===== src/hw/rtl/mis_pkg.sv =====
// Shared types and constants for the maximum independent set search block.
// Used by mis_ctrl, mis_datapath and max_independent_set_search.
`default_nettype none

package mis_pkg;

  localparam int unsigned MAX_VERTICES = 16;

  localparam int unsigned VCOUNT_W = 5;
  localparam int unsigned ID_W     = 4;
  localparam int unsigned KIND_W   = 2;
  localparam int unsigned SIZE_W   = 5;
  localparam int unsigned SET_W    = 16;

  localparam logic [KIND_W-1:0] KIND_EDGE    = 2'd0;
  localparam logic [KIND_W-1:0] KIND_PROPOSE = 2'd1;
  localparam logic [KIND_W-1:0] KIND_SEARCH  = 2'd2;

  localparam logic RES_VERDICT = 1'b0;
  localparam logic RES_SEARCH  = 1'b1;

  typedef enum logic [2:0] {
    ST_IDLE   = 3'b001,
    ST_SEARCH = 3'b010,
    ST_POST   = 3'b100
  } state_t;

  typedef struct packed {
    logic do_edge;
    logic do_propose;
    logic search_start;
    logic search_step;
    logic load_out;
  } cmd_t;

  typedef struct packed {
    logic search_done;
    logic out_free;
  } status_t;

endpackage

`default_nettype wire


===== src/hw/rtl/mis_ctrl.sv =====
// Controller for the independent set block: accepts beats, sequences the search,
// posts results. Depends on mis_pkg.
`default_nettype none

module mis_ctrl (
  input  wire logic                        clk,
  input  wire logic                        rst,
  input  wire logic                        s_tvalid,
  output logic                             s_tready,
  input  wire logic [mis_pkg::KIND_W-1:0]  kind,
  input  wire logic                        last,
  input  wire mis_pkg::status_t            status,
  output mis_pkg::cmd_t                    cmd
);

  mis_pkg::state_t state, state_next;
  logic            accept;

  assign s_tready = (state == mis_pkg::ST_IDLE);
  assign accept   = s_tvalid && s_tready;

  always_comb begin
    state_next = state;
    cmd        = '0;
    case (state)
      mis_pkg::ST_IDLE: begin
        if (accept) begin
          case (kind)
            mis_pkg::KIND_EDGE: begin
              cmd.do_edge = 1'b1;
            end
            mis_pkg::KIND_PROPOSE: begin
              cmd.do_propose = 1'b1;
              if (last) begin
                state_next = mis_pkg::ST_POST;
              end
            end
            mis_pkg::KIND_SEARCH: begin
              cmd.search_start = 1'b1;
              state_next       = mis_pkg::ST_SEARCH;
            end
            default: begin
            end
          endcase
        end
      end
      mis_pkg::ST_SEARCH: begin
        cmd.search_step = 1'b1;
        if (status.search_done) begin
          state_next = mis_pkg::ST_POST;
        end
      end
      mis_pkg::ST_POST: begin
        if (status.out_free) begin
          cmd.load_out = 1'b1;
          state_next   = mis_pkg::ST_IDLE;
        end
      end
      default: begin
        state_next = mis_pkg::ST_IDLE;
      end
    endcase
  end

  always_ff @(posedge clk) begin
    if (rst) begin
      state <= mis_pkg::ST_IDLE;
    end else begin
      state <= state_next;
    end
  end

endmodule

`default_nettype wire


===== src/hw/rtl/mis_datapath.sv =====
// Datapath: adjacency matrix, proposal tracking, depth-first search walker and
// output register. Depends on mis_pkg; driven by mis_ctrl commands.
`default_nettype none

module mis_datapath (
  input  wire logic                          clk,
  input  wire logic                          rst,
  input  wire logic                          cfg_valid,
  input  wire logic [mis_pkg::VCOUNT_W-1:0]  cfg_data,
  input  wire logic [mis_pkg::ID_W-1:0]      vertex_a,
  input  wire logic [mis_pkg::ID_W-1:0]      vertex_b,
  input  wire logic                          last,
  input  wire mis_pkg::cmd_t                 cmd,
  output mis_pkg::status_t                   status,
  input  wire logic                          out_ready,
  output logic                               out_valid,
  output logic                               out_kind,
  output logic                               out_indep,
  output logic [mis_pkg::SIZE_W-1:0]         out_size,
  output logic [mis_pkg::SET_W-1:0]          out_set
);

  localparam int unsigned MAX_VERTICES = mis_pkg::MAX_VERTICES;
  localparam int unsigned VW = (MAX_VERTICES > 1) ? $clog2(MAX_VERTICES) : 1;
  localparam int unsigned CW = $clog2(MAX_VERTICES + 1);

  logic [MAX_VERTICES-1:0]        adj [MAX_VERTICES];
  logic [mis_pkg::VCOUNT_W-1:0]   vertex_count;
  logic [mis_pkg::VCOUNT_W-1:0]   n_active;

  logic [MAX_VERTICES-1:0]        prop_mask;
  logic                           prop_bad;

  logic [MAX_VERTICES-1:0]        cur_set;
  logic [mis_pkg::SIZE_W-1:0]     depth;
  logic [CW-1:0]                  cursor;
  logic [mis_pkg::SIZE_W-1:0]     best_size;
  logic [MAX_VERTICES-1:0]        best_set;
  logic                           res_kind;
  logic                           res_indep;

  logic [VW-1:0]                  a_idx, b_idx, rd_idx, top_idx;
  logic                           a_ok, b_ok, cursor_lt_n;
  logic [MAX_VERTICES-1:0]        row, a_bit, cur_bit, top_bit;
  logic                           bad_new;

  assign n_active = (vertex_count > mis_pkg::VCOUNT_W'(MAX_VERTICES)) ?
                    mis_pkg::VCOUNT_W'(MAX_VERTICES) : vertex_count;

  assign a_idx = VW'(vertex_a);
  assign b_idx = VW'(vertex_b);
  assign a_ok  = mis_pkg::VCOUNT_W'(vertex_a) < n_active;
  assign b_ok  = mis_pkg::VCOUNT_W'(vertex_b) < n_active;

  assign cursor_lt_n = mis_pkg::VCOUNT_W'(cursor) < n_active;

  // single row read port
  assign rd_idx = cmd.search_step ? cursor[VW-1:0] : a_idx;
  assign row    = adj[rd_idx];

  assign a_bit   = MAX_VERTICES'(1) << a_idx;
  assign cur_bit = MAX_VERTICES'(1) << cursor[VW-1:0];
  assign top_bit = MAX_VERTICES'(1) << top_idx;

  assign bad_new = prop_bad || !a_ok || ((row & prop_mask) != '0);

  // highest vertex in the current set: the one chosen last
  always_comb begin
    top_idx = '0;
    for (int i = 0; i < MAX_VERTICES; i++) begin
      if (cur_set[i]) begin
        top_idx = VW'(i);
      end
    end
  end

  assign status.search_done = !cursor_lt_n && (cur_set == '0);
  assign status.out_free    = !out_valid || out_ready;

  always_ff @(posedge clk) begin
    if (rst) begin
      vertex_count <= '0;
    end else if (cfg_valid) begin
      vertex_count <= cfg_data;
    end
  end

  always_ff @(posedge clk) begin
    if (rst) begin
      for (int i = 0; i < MAX_VERTICES; i++) begin
        adj[i] <= '0;
      end
    end else if (cmd.do_edge && a_ok && b_ok) begin
      for (int i = 0; i < MAX_VERTICES; i++) begin
        if (VW'(i) == a_idx) begin
          adj[i][b_idx] <= 1'b1;
        end
        if (VW'(i) == b_idx) begin
          adj[i][a_idx] <= 1'b1;
        end
      end
    end
  end

  always_ff @(posedge clk) begin
    if (rst) begin
      prop_mask <= '0;
      prop_bad  <= 1'b0;
    end else if (cmd.do_propose) begin
      if (last) begin
        prop_mask <= '0;
        prop_bad  <= 1'b0;
      end else begin
        prop_mask <= a_ok ? (prop_mask | a_bit) : prop_mask;
        prop_bad  <= bad_new;
      end
    end
  end

  // result staging and search walker
  always_ff @(posedge clk) begin
    if (cmd.do_propose && last) begin
      res_kind  <= mis_pkg::RES_VERDICT;
      res_indep <= !bad_new;
      best_size <= '0;
      best_set  <= '0;
    end else if (cmd.search_start) begin
      res_kind  <= mis_pkg::RES_SEARCH;
      res_indep <= 1'b0;
      best_size <= '0;
      best_set  <= '0;
      cur_set   <= '0;
      depth     <= '0;
      cursor    <= '0;
    end else if (cmd.search_step) begin
      if (cursor_lt_n) begin
        if ((row & cur_set) == '0) begin
          cur_set <= cur_set | cur_bit;
          depth   <= depth + 1'b1;
          if ((depth != '0) && ((depth + 1'b1) > best_size)) begin
            best_size <= depth + 1'b1;
            best_set  <= cur_set | cur_bit;
          end
        end
        cursor <= cursor + 1'b1;
      end else if (cur_set != '0) begin
        cur_set <= cur_set & ~top_bit;
        depth   <= depth - 1'b1;
        cursor  <= CW'(top_idx) + CW'(1);
      end
    end
  end

  always_ff @(posedge clk) begin
    if (rst) begin
      out_valid <= 1'b0;
    end else if (cmd.load_out) begin
      out_valid <= 1'b1;
    end else if (out_ready) begin
      out_valid <= 1'b0;
    end
  end

  always_ff @(posedge clk) begin
    if (cmd.load_out) begin
      out_kind  <= res_kind;
      out_indep <= res_indep;
      out_size  <= best_size;
      out_set   <= mis_pkg::SET_W'(best_set);
    end
  end

endmodule

`default_nettype wire


===== src/hw/rtl/max_independent_set_search.sv =====
// Channel  | Signals                          | Beat content
// cfg      | cfg_valid cfg_ready cfg_data     | vertex_count
// s (in)   | s_tvalid s_tready s_tdata s_tuser s_tlast | edge, proposal vertex, search
// m (out)  | m_tvalid m_tready m_tdata m_tuser | verdict or search result
//
// Edge, unused-kind and non-last proposal beats are handled as they are accepted; a last
// proposal beat is accepted, then its verdict is posted. Search: the beat is accepted,
// then the depth-first walk tests one candidate or backtracks per step until it sees
// the walk end, then the result is posted.
// Reset clears the adjacency matrix, proposal state and vertex_count at once.
// s_tready is low while searching and in the post state, which lasts until the
// output register is free.
// Top level; depends on mis_pkg, mis_ctrl and mis_datapath.
`default_nettype none

module max_independent_set_search (
  input  wire logic                          clk,
  input  wire logic                          rst,
  input  wire logic                          cfg_valid,
  output logic                               cfg_ready,
  input  wire logic [mis_pkg::VCOUNT_W-1:0]  cfg_data,
  input  wire logic                          s_tvalid,
  output logic                               s_tready,
  input  wire logic [7:0]                    s_tdata,  // vertex_a[3:0], vertex_b[7:4]
  input  wire logic [mis_pkg::KIND_W-1:0]    s_tuser,  // kind
  input  wire logic                          s_tlast,
  output logic                               m_tvalid,
  input  wire logic                          m_tready,
  output logic [23:0]                        m_tdata,  // independent[0], best_size[5:1],
                                                       // best_set[21:6], zero[23:22]
  output logic [0:0]                         m_tuser   // result_kind
);

  mis_pkg::cmd_t              cmd;
  mis_pkg::status_t           status;
  logic                       out_kind;
  logic                       out_indep;
  logic [mis_pkg::SIZE_W-1:0] out_size;
  logic [mis_pkg::SET_W-1:0]  out_set;

  assign cfg_ready = 1'b1;

  mis_ctrl u_ctrl (
    .clk      (clk),
    .rst      (rst),
    .s_tvalid (s_tvalid),
    .s_tready (s_tready),
    .kind     (s_tuser),
    .last     (s_tlast),
    .status   (status),
    .cmd      (cmd)
  );

  mis_datapath u_datapath (
    .clk       (clk),
    .rst       (rst),
    .cfg_valid (cfg_valid),
    .cfg_data  (cfg_data),
    .vertex_a  (s_tdata[3:0]),
    .vertex_b  (s_tdata[7:4]),
    .last      (s_tlast),
    .cmd       (cmd),
    .status    (status),
    .out_ready (m_tready),
    .out_valid (m_tvalid),
    .out_kind  (out_kind),
    .out_indep (out_indep),
    .out_size  (out_size),
    .out_set   (out_set)
  );

  assign m_tdata = {2'b00, out_set, out_size, out_indep};
  assign m_tuser = out_kind;

endmodule

`default_nettype wire


===== config.mk =====
export PLATFORM = sky130hd
export DESIGN_NAME = max_independent_set_search
export DESIGN_NICKNAME = d
export VERILOG_FILES = /design/src/hw/rtl/mis_pkg.sv /design/src/hw/rtl/mis_ctrl.sv /design/src/hw/rtl/mis_datapath.sv /design/src/hw/rtl/max_independent_set_search.sv
export SDC_FILE = /design/constraint.sdc
export NUM_CORES = 1
export LEC_CHECK = 0
export BUFFER_PORTS_ARGS = -buffer_cell sky130_fd_sc_hd__buf_2
export CAP_MARGIN = 20
export CORE_ASPECT_RATIO = 0.6
export CORE_MARGIN = 5
export CORE_UTILIZATION = 32
export CTS_CLUSTER_DIAMETER = 40
export DETAILED_ROUTE_END_ITERATION = 16
export PLACE_DENSITY = 0.46
export SLEW_MARGIN = 20
export SYNTH_ARGS = -nofsm -noshare
export SYNTH_HDL_FRONTEND = slang
export SYNTH_SLANG_ARGS = --single-unit

===== constraint.sdc =====
create_clock -name clk -period 6.6 [get_ports clk]
set_input_delay 0.66 -clock clk [delete_from_list [all_inputs] [get_ports clk]]
set_output_delay 0.66 -clock clk [all_outputs]
set_load 0.005 [all_outputs]

* Word-level counts from Yosys, hierarchy flattened *
Memory sizes are Yosys's and may differ from the RTL's.
Cells that the tools add are included.

storage, ports and cells
  register bits after elaboration = 98
  latch bits = 0
  bits in writable memories = 256
  memory bits (read-only) = 0
  output and inout port bits = 28
  logic and storage cells = 1322
  memories kept = 1

operators by class
  add/sub/neg operators = 4
  multiply operators = 0
  divide/modulo/power cells = 0
  $lt $le $gt $ge = 9
  eq/ne operators = 41
  shifts and indexed selects = 3
  muxes and demuxes = 695
  bitwise operators = 519
  reduce and logical (&&, ||, !) cells = 34

memories
  name            words  width  read ports  clocked after memory_dff  wr ports  line                source
  u_datapath.adj  16     16     1           0                         16        mis_datapath.sv:27  logic [MAX_VERTICES-1:0] adj [MAX_VERTICES];

operators by type and width
  kind                    count
  $mux W1                 624
  $mux W16                38
  $or A1 B1 Y1            512
  $eq A4 B4 Y1 const A    16
  $and A16 B16 Y16        3
  $shl A1 B4 Y16 const A  3
  $mux W5                 8
  $mux W4                 9
  $eq A3 B4 Y1 const A    8
  $logic_not A16 Y1       2
  $or A16 B16 Y16         2
  $reduce_bool A16 Y1     2
  $mux W3                 10
  $eq A2 B4 Y1 const A    4
  $not A16 Y16            1
  $add A5 B1 Y5 const B   2
  $lt A4 B5 Y1            2
  $lt A4 B5 Y1 const B    2
  $ne A3 B3 Y1 const B    3
  $pmux W3 S3             1
  $demux W1 S4            2
  $eq A1 B4 Y1 const A    2
  $ge A4 B1 Y1 const B    2
  $logic_and A1 B1 Y1     8
  26 further kinds        39

* Depth between registers and ports, before layout *
  word-level depth = 21
  depth in mapped cells = 16

* Hierarchy *
Synthesis repeated with hierarchy kept, for this count alone.

unflattened totals
  cell total of the unflattened synthesis = 1699
  area, all modules = 17350.4 um2

by module, submodules not included
  module                      times used  cells each  area each (um2)  sequential area each (um2)
  mis_datapath                1           1671        17106.4          8648.3
  mis_ctrl                    1           22          206.4            60.1
  max_independent_set_search  1           6           37.5             0.0

* Worst setup path before layout *
Ideal clock, no wire load.

  path kind = input to register
  start = in s_tdata[1]
  end = reg u_datapath.cur_set[0], enable pin
  setup time = 0.431 ns
  arrival time = 4.287 ns
  data required time = 6.169 ns
  slack = 1.881 ns
  stages on the path = 10
  buffers on the path = 2
  cell sequence = clkbuf_1 -> clkbuf_1 -> mux4_2 -> a311oi_1 -> o221ai_1 -> o311ai_0 -> nand3_1 -> a211oi_1 -> nand4b_1 -> a21boi_0

on the way
  longest elaborated chain between the ends = 6

RTL lines
  element                             line                              source
  start: declaration                  max_independent_set_search.sv:24  input wire logic [7:0] s_tdata,
  $mux W4                             mis_datapath.sv:58                assign rd_idx = cmd.search_step ? cursor[VW-1:0] : a_idx;
  $mem_v2 Z16 W16                     -
  $and A16 B16 Y16                    mis_datapath.sv:137               if ((row & cur_set) == '0) begin
  $logic_not A16 Y1                   mis_datapath.sv:137
  $ne A3 B3 Y1 (no source line)       -
  $reduce_and A4 Y1 (no source line)  -
  end signal: assignment              mis_datapath.sv:138               cur_set <= cur_set | cur_bit;
  end signal: assignment              mis_datapath.sv:147               cur_set <= cur_set & ~top_bit;
  end: declaration                    mis_datapath.sv:34                logic [MAX_VERTICES-1:0] cur_set;

No other way between the ends.
A chain may end at the register's enable or synchronous reset.

* Worst setup path after layout *
  start = reg u_ctrl.state[2]
  end = reg u_datapath.depth[4] (netlist bit), enable pin

on the way
  longest elaborated chain between the ends = 8

RTL lines
  element                                 line                 source
  start: declaration                      mis_ctrl.sv:16       mis_pkg::state_t state, state_next;
  start signal: assignment                mis_ctrl.sv:67       state <= mis_pkg::ST_IDLE;
  start signal: assignment                mis_ctrl.sv:69       state <= state_next;
  $eq A3 B2 Y1                            mis_ctrl.sv:25       case (state)
  $mux W1                                 mis_ctrl.sv:25
  $mux W4                                 mis_datapath.sv:58
  $mem_v2 Z16 W16                         -
  $and A16 B16 Y16                        mis_datapath.sv:137
  $logic_not A16 Y1                       mis_datapath.sv:137
  $ne A3 B3 Y1 (no source line)           -
  $reduce_and A4 Y1 (no source line) (*)  -
  end signal: assignment                  mis_datapath.sv:139  depth <= depth + 1'b1;
  end signal: assignment                  mis_datapath.sv:148  depth <= depth - 1'b1;
  end: declaration                        mis_datapath.sv:35   logic [mis_pkg::SIZE_W-1:0] depth;

Every way passes the cells marked *; elsewhere a longest branch is shown, timed or not.

==> metrics <==
count of final max-slew check failures=0; Overflow after GRT=0; cell area power density=257.4 mW/mm²; max frequency=201.9 MHz; cell with the largest stage delay on the worst path=sky130_fd_sc_hd__or3b_4; number of sinks handled by clock tree synthesis=354; vias per std cell=5.811; first-pass GRT wire length=103.1 mm; detailed placer's ending HPWL=48.38 mm; critical path class=reg -> reg; CTS tree=yes; status=completed; aggregate negative setup slack=0 ns; Mapped Cells=1888; clock tree root buffer cell=sky130_fd_sc_hd__clkbuf_16; Lkg Pwr=7.646 nW; time the worst path needs with I/O delays and setup=4.952 ns; cell count after placement=2603; number of I/O port buffers=45; Clock Pin Slew Worst Setup and Hold Paths=0.06 ns; first-pass iteration count of the detailed router=5; delay of the slowest cell on the worst path=0.78 ns; most numerous cell on the critical path=sky130_fd_sc_hd__buf_4; placeable core area=0.05709 mm²; series of cell instances along the critical path=or3b_4, mux2_4, buf_4, mux2i_1, o21ai_0, o211ai_1, nand4_1, a211oi_1, nand4b_1, a21boi_2, buf_4; Post-DRT Antenna Nets=0; routed length per placed instance=26.90 µm; GRT Resource Usage Total=0.2220; Cell Area, Synth=0.01835 mm²; final instance area=0.02099 mm²; setup slack after layout=1.648 ns; critical path data required time=6.82 ns; number of synthesized flops with an enable pin=162; standard-cell row count=68; setup repair after global routing missed its margin=false; violation count after the first detailed-routing iteration=2299; clk_lat worst skew=0.57 ns; maximum fanout along the worst path=42; final std cells w/o fill=2686; largest voltage drop on the vdd net=168.2 µV; Die Outline Area=0.06239 mm²; proportion of layout cells with a drive suffix above 1=0.1280; placer congestion estimate=0.9481; Slew HR=0.2990; Design Power=5.403 mW; vias post-DR=15610; Layout Skew=0.02061 ns; maximum buffer depth of the clock tree=3; pin slew with the least headroom to its limit=1.048 ns; async set or reset register ratio after synthesis=0; area added between synthesis and finish=14.40%; worst hold-check path type=in -> reg; vias in the first global route=14280; Worst path top cell family by delay=multiplexers; number of levels in the clock H-tree=2; total placed instance area=0.01949 mm²; post-CTS setup buffers=0; Post-synth top flop=sky130_fd_sc_hd__dfxtp_1; total routed wirelength=72.24 mm; share of the clock period used by the worst path after layout=0.7503; syn avg cell area=9.719 µm²; combined buffer and inverter count along the critical path=2; Syn. warnings=0; count of boundary I/O pins=49; endpoint class of the critical path=register; final-report setup violation count=0; Post-route DRC=0; initial core utilization=0.3214; post-synthesis sequential element count=354; library cells used by synthesis=74; total of max-cap violations=0; DIE HEIGHT=195.5 µm; number of instances resized during post-cts repair=0; hold buffer count at cts=0; CP startpoint kind=register; data arrival time of the critical path=5.17 ns; number of hold-slack violations in the final timing report=0; worst slack at placement=1.760 ns; DIE WIDTH=319.1 µm; Seq/Total Area, Yosys=0.4746; clock buffers created by TritonCTS=43; number of antenna violations at the first check in global routing=1; Net count, final=1923; largest net degree at the start of global routing=76
## power by group
group	leakage (nW)	internal, mW	switching, mW
registers	3.15	2.37	0.0430
logic	3.79	0.160	0.361
clock network	0.705	1.46	1.01
total	7.65	3.98	1.42
## kinds of logic after synthesis
family / synth area share
compound gates: 0.2110
fa+ha+maj: 0.01500
buf+inv: 0.06921
xor+xnor: 0.004296
mux: 0.1080
other cells: 0.0004093
flops: 0.4746
simple gates: 0.1175
## synthesized netlist by cell type, types with 18 or more instances
cell type | n | area, µm²
sky130_fd_sc_hd__a21oi_1 | 59 | 295.3
sky130_fd_sc_hd__o221ai_1 | 22 | 192.7
sky130_fd_sc_hd__nor2b_1 | 25 | 156.4
sky130_fd_sc_hd__a221o_1 | 31 | 310.3
sky130_fd_sc_hd__a31oi_1 | 19 | 118.9
sky130_fd_sc_hd__buf_2 | 21 | 105.1
sky130_fd_sc_hd__o211ai_1 | 22 | 165.2
sky130_fd_sc_hd__a2111oi_0 | 18 | 157.7
sky130_fd_sc_hd__nand2b_1 | 37 | 231.5
sky130_fd_sc_hd__nand2_1 | 192 | 720.7
sky130_fd_sc_hd__a22oi_1 | 96 | 720.7
sky130_fd_sc_hd__inv_1 | 156 | 585.6
sky130_fd_sc_hd__nor3_1 | 35 | 175.2
sky130_fd_sc_hd__dfxtp_1 | 192 | 3844
sky130_fd_sc_hd__o21ai_0 | 164 | 820.8
sky130_fd_sc_hd__a211oi_1 | 18 | 135.1
sky130_fd_sc_hd__clkbuf_1 | 112 | 420.4
sky130_fd_sc_hd__ha_1 | 22 | 275.3
sky130_fd_sc_hd__nand3_1 | 26 | 130.1
sky130_fd_sc_hd__a21o_1 | 23 | 172.7
sky130_fd_sc_hd__mux2i_1 | 138 | 1381
sky130_fd_sc_hd__mux4_2 | 23 | 518.0
sky130_fd_sc_hd__edfxtp_1 | 162 | 4865
sky130_fd_sc_hd__nor2_1 | 80 | 300.3
## flip-flops by register name, summed over array words and instances (netlist names), 5 cells and up
| register | flops |
|---|---|
| u_datapath.adj | 256 |
| u_datapath.best_set | 16 |
| u_datapath.best_size | 5 |
| u_datapath.cur_set | 16 |
| u_datapath.cursor | 5 |
| u_datapath.depth | 5 |
| u_datapath.out_set | 16 |
| u_datapath.out_size | 5 |
| u_datapath.prop_mask | 16 |
| u_datapath.vertex_count | 5 |
## layer usage
layer | share of wire | global-route usage
met1 | 0.48 | 0.3533
met2 | 0.36 | 0.2765
met3 | 0.13 | 0.08723
met4 | 0.017 | 0.04212
met5 | 0 | 0
## final cells by class
type / instances / area [µm²]
antenna: 2 / 5.005
inverter: 157 / 594.3
fill: 5726 / 36100
timing repair buffer: 104 / 715.7
clock buffer: 54 / 1201
multi-input combinational: 1220 / 8549
tap: 770 / 963.4
clock inverter: 25 / 254.0
sequential: 354 / 8708
## worst reg2reg max path, stage by stage (launching register included)
cell and delay [ns]:
sky130_fd_sc_hd__dfxtp_1 0.45, sky130_fd_sc_hd__or3b_4 0.78, sky130_fd_sc_hd__mux2_4 0.78, sky130_fd_sc_hd__buf_4 0.50, sky130_fd_sc_hd__mux2i_1 0.54, sky130_fd_sc_hd__o21ai_0 0.22
sky130_fd_sc_hd__o211ai_1 0.21, sky130_fd_sc_hd__nand4_1 0.10, sky130_fd_sc_hd__a211oi_1 0.34, sky130_fd_sc_hd__nand4b_1 0.19, sky130_fd_sc_hd__a21boi_2 0.17, sky130_fd_sc_hd__buf_4 0.31
## path summary, 6_finish.rpt
check                                 startpoint                                      end  slack [ns]  depth (start not counted)
min                                  cfg_data[0]  u_datapath.vertex_count[0]$_SDFFE_PP0P_        0.34                          3
max reg2reg         u_ctrl.state[2]$_SDFFE_PP0P_        u_datapath.depth[4]$_SDFFCE_PP0P_        1.65                         11
max                 u_ctrl.state[2]$_SDFFE_PP0P_        u_datapath.depth[4]$_SDFFCE_PP0P_        1.65                         11
min reg2reg  u_datapath.best_set[5]$_SDFFE_PP0P_          u_datapath.out_set[5]$_DFFE_PP_        0.43                          0
## through the flow
stage | util | hold slack, ns
final | 0.3677 | 0.3413
after global placement | 0.3413 | 0.4175
after CTS | 0.3668 | 0.3301
after global routing | 0.3676 | 0.3478
after detailed placement | 0.3413 | 0.4185
after floorplan | - | 0.4003
## cell usage in the layout, fill, tap and decap left out, types with 23 or more instances in the layout
master	n
sky130_fd_sc_hd__mux2i_1	135
sky130_fd_sc_hd__mux4_2	23
sky130_fd_sc_hd__buf_2	42
sky130_fd_sc_hd__clkbuf_16	46
sky130_fd_sc_hd__buf_4	59
sky130_fd_sc_hd__nor2b_1	25
sky130_fd_sc_hd__nand2_1	192
sky130_fd_sc_hd__o21ai_0	164
sky130_fd_sc_hd__nand3_1	26
sky130_fd_sc_hd__nand2b_1	37
sky130_fd_sc_hd__a221o_1	31
sky130_fd_sc_hd__a21oi_1	58
sky130_fd_sc_hd__dfxtp_1	192
sky130_fd_sc_hd__a21o_1	23
sky130_fd_sc_hd__nor2_1	79
sky130_fd_sc_hd__inv_1	156
sky130_fd_sc_hd__edfxtp_1	162
sky130_fd_sc_hd__a22oi_1	96
Note: power is estimated with default switching activity, not from simulation.
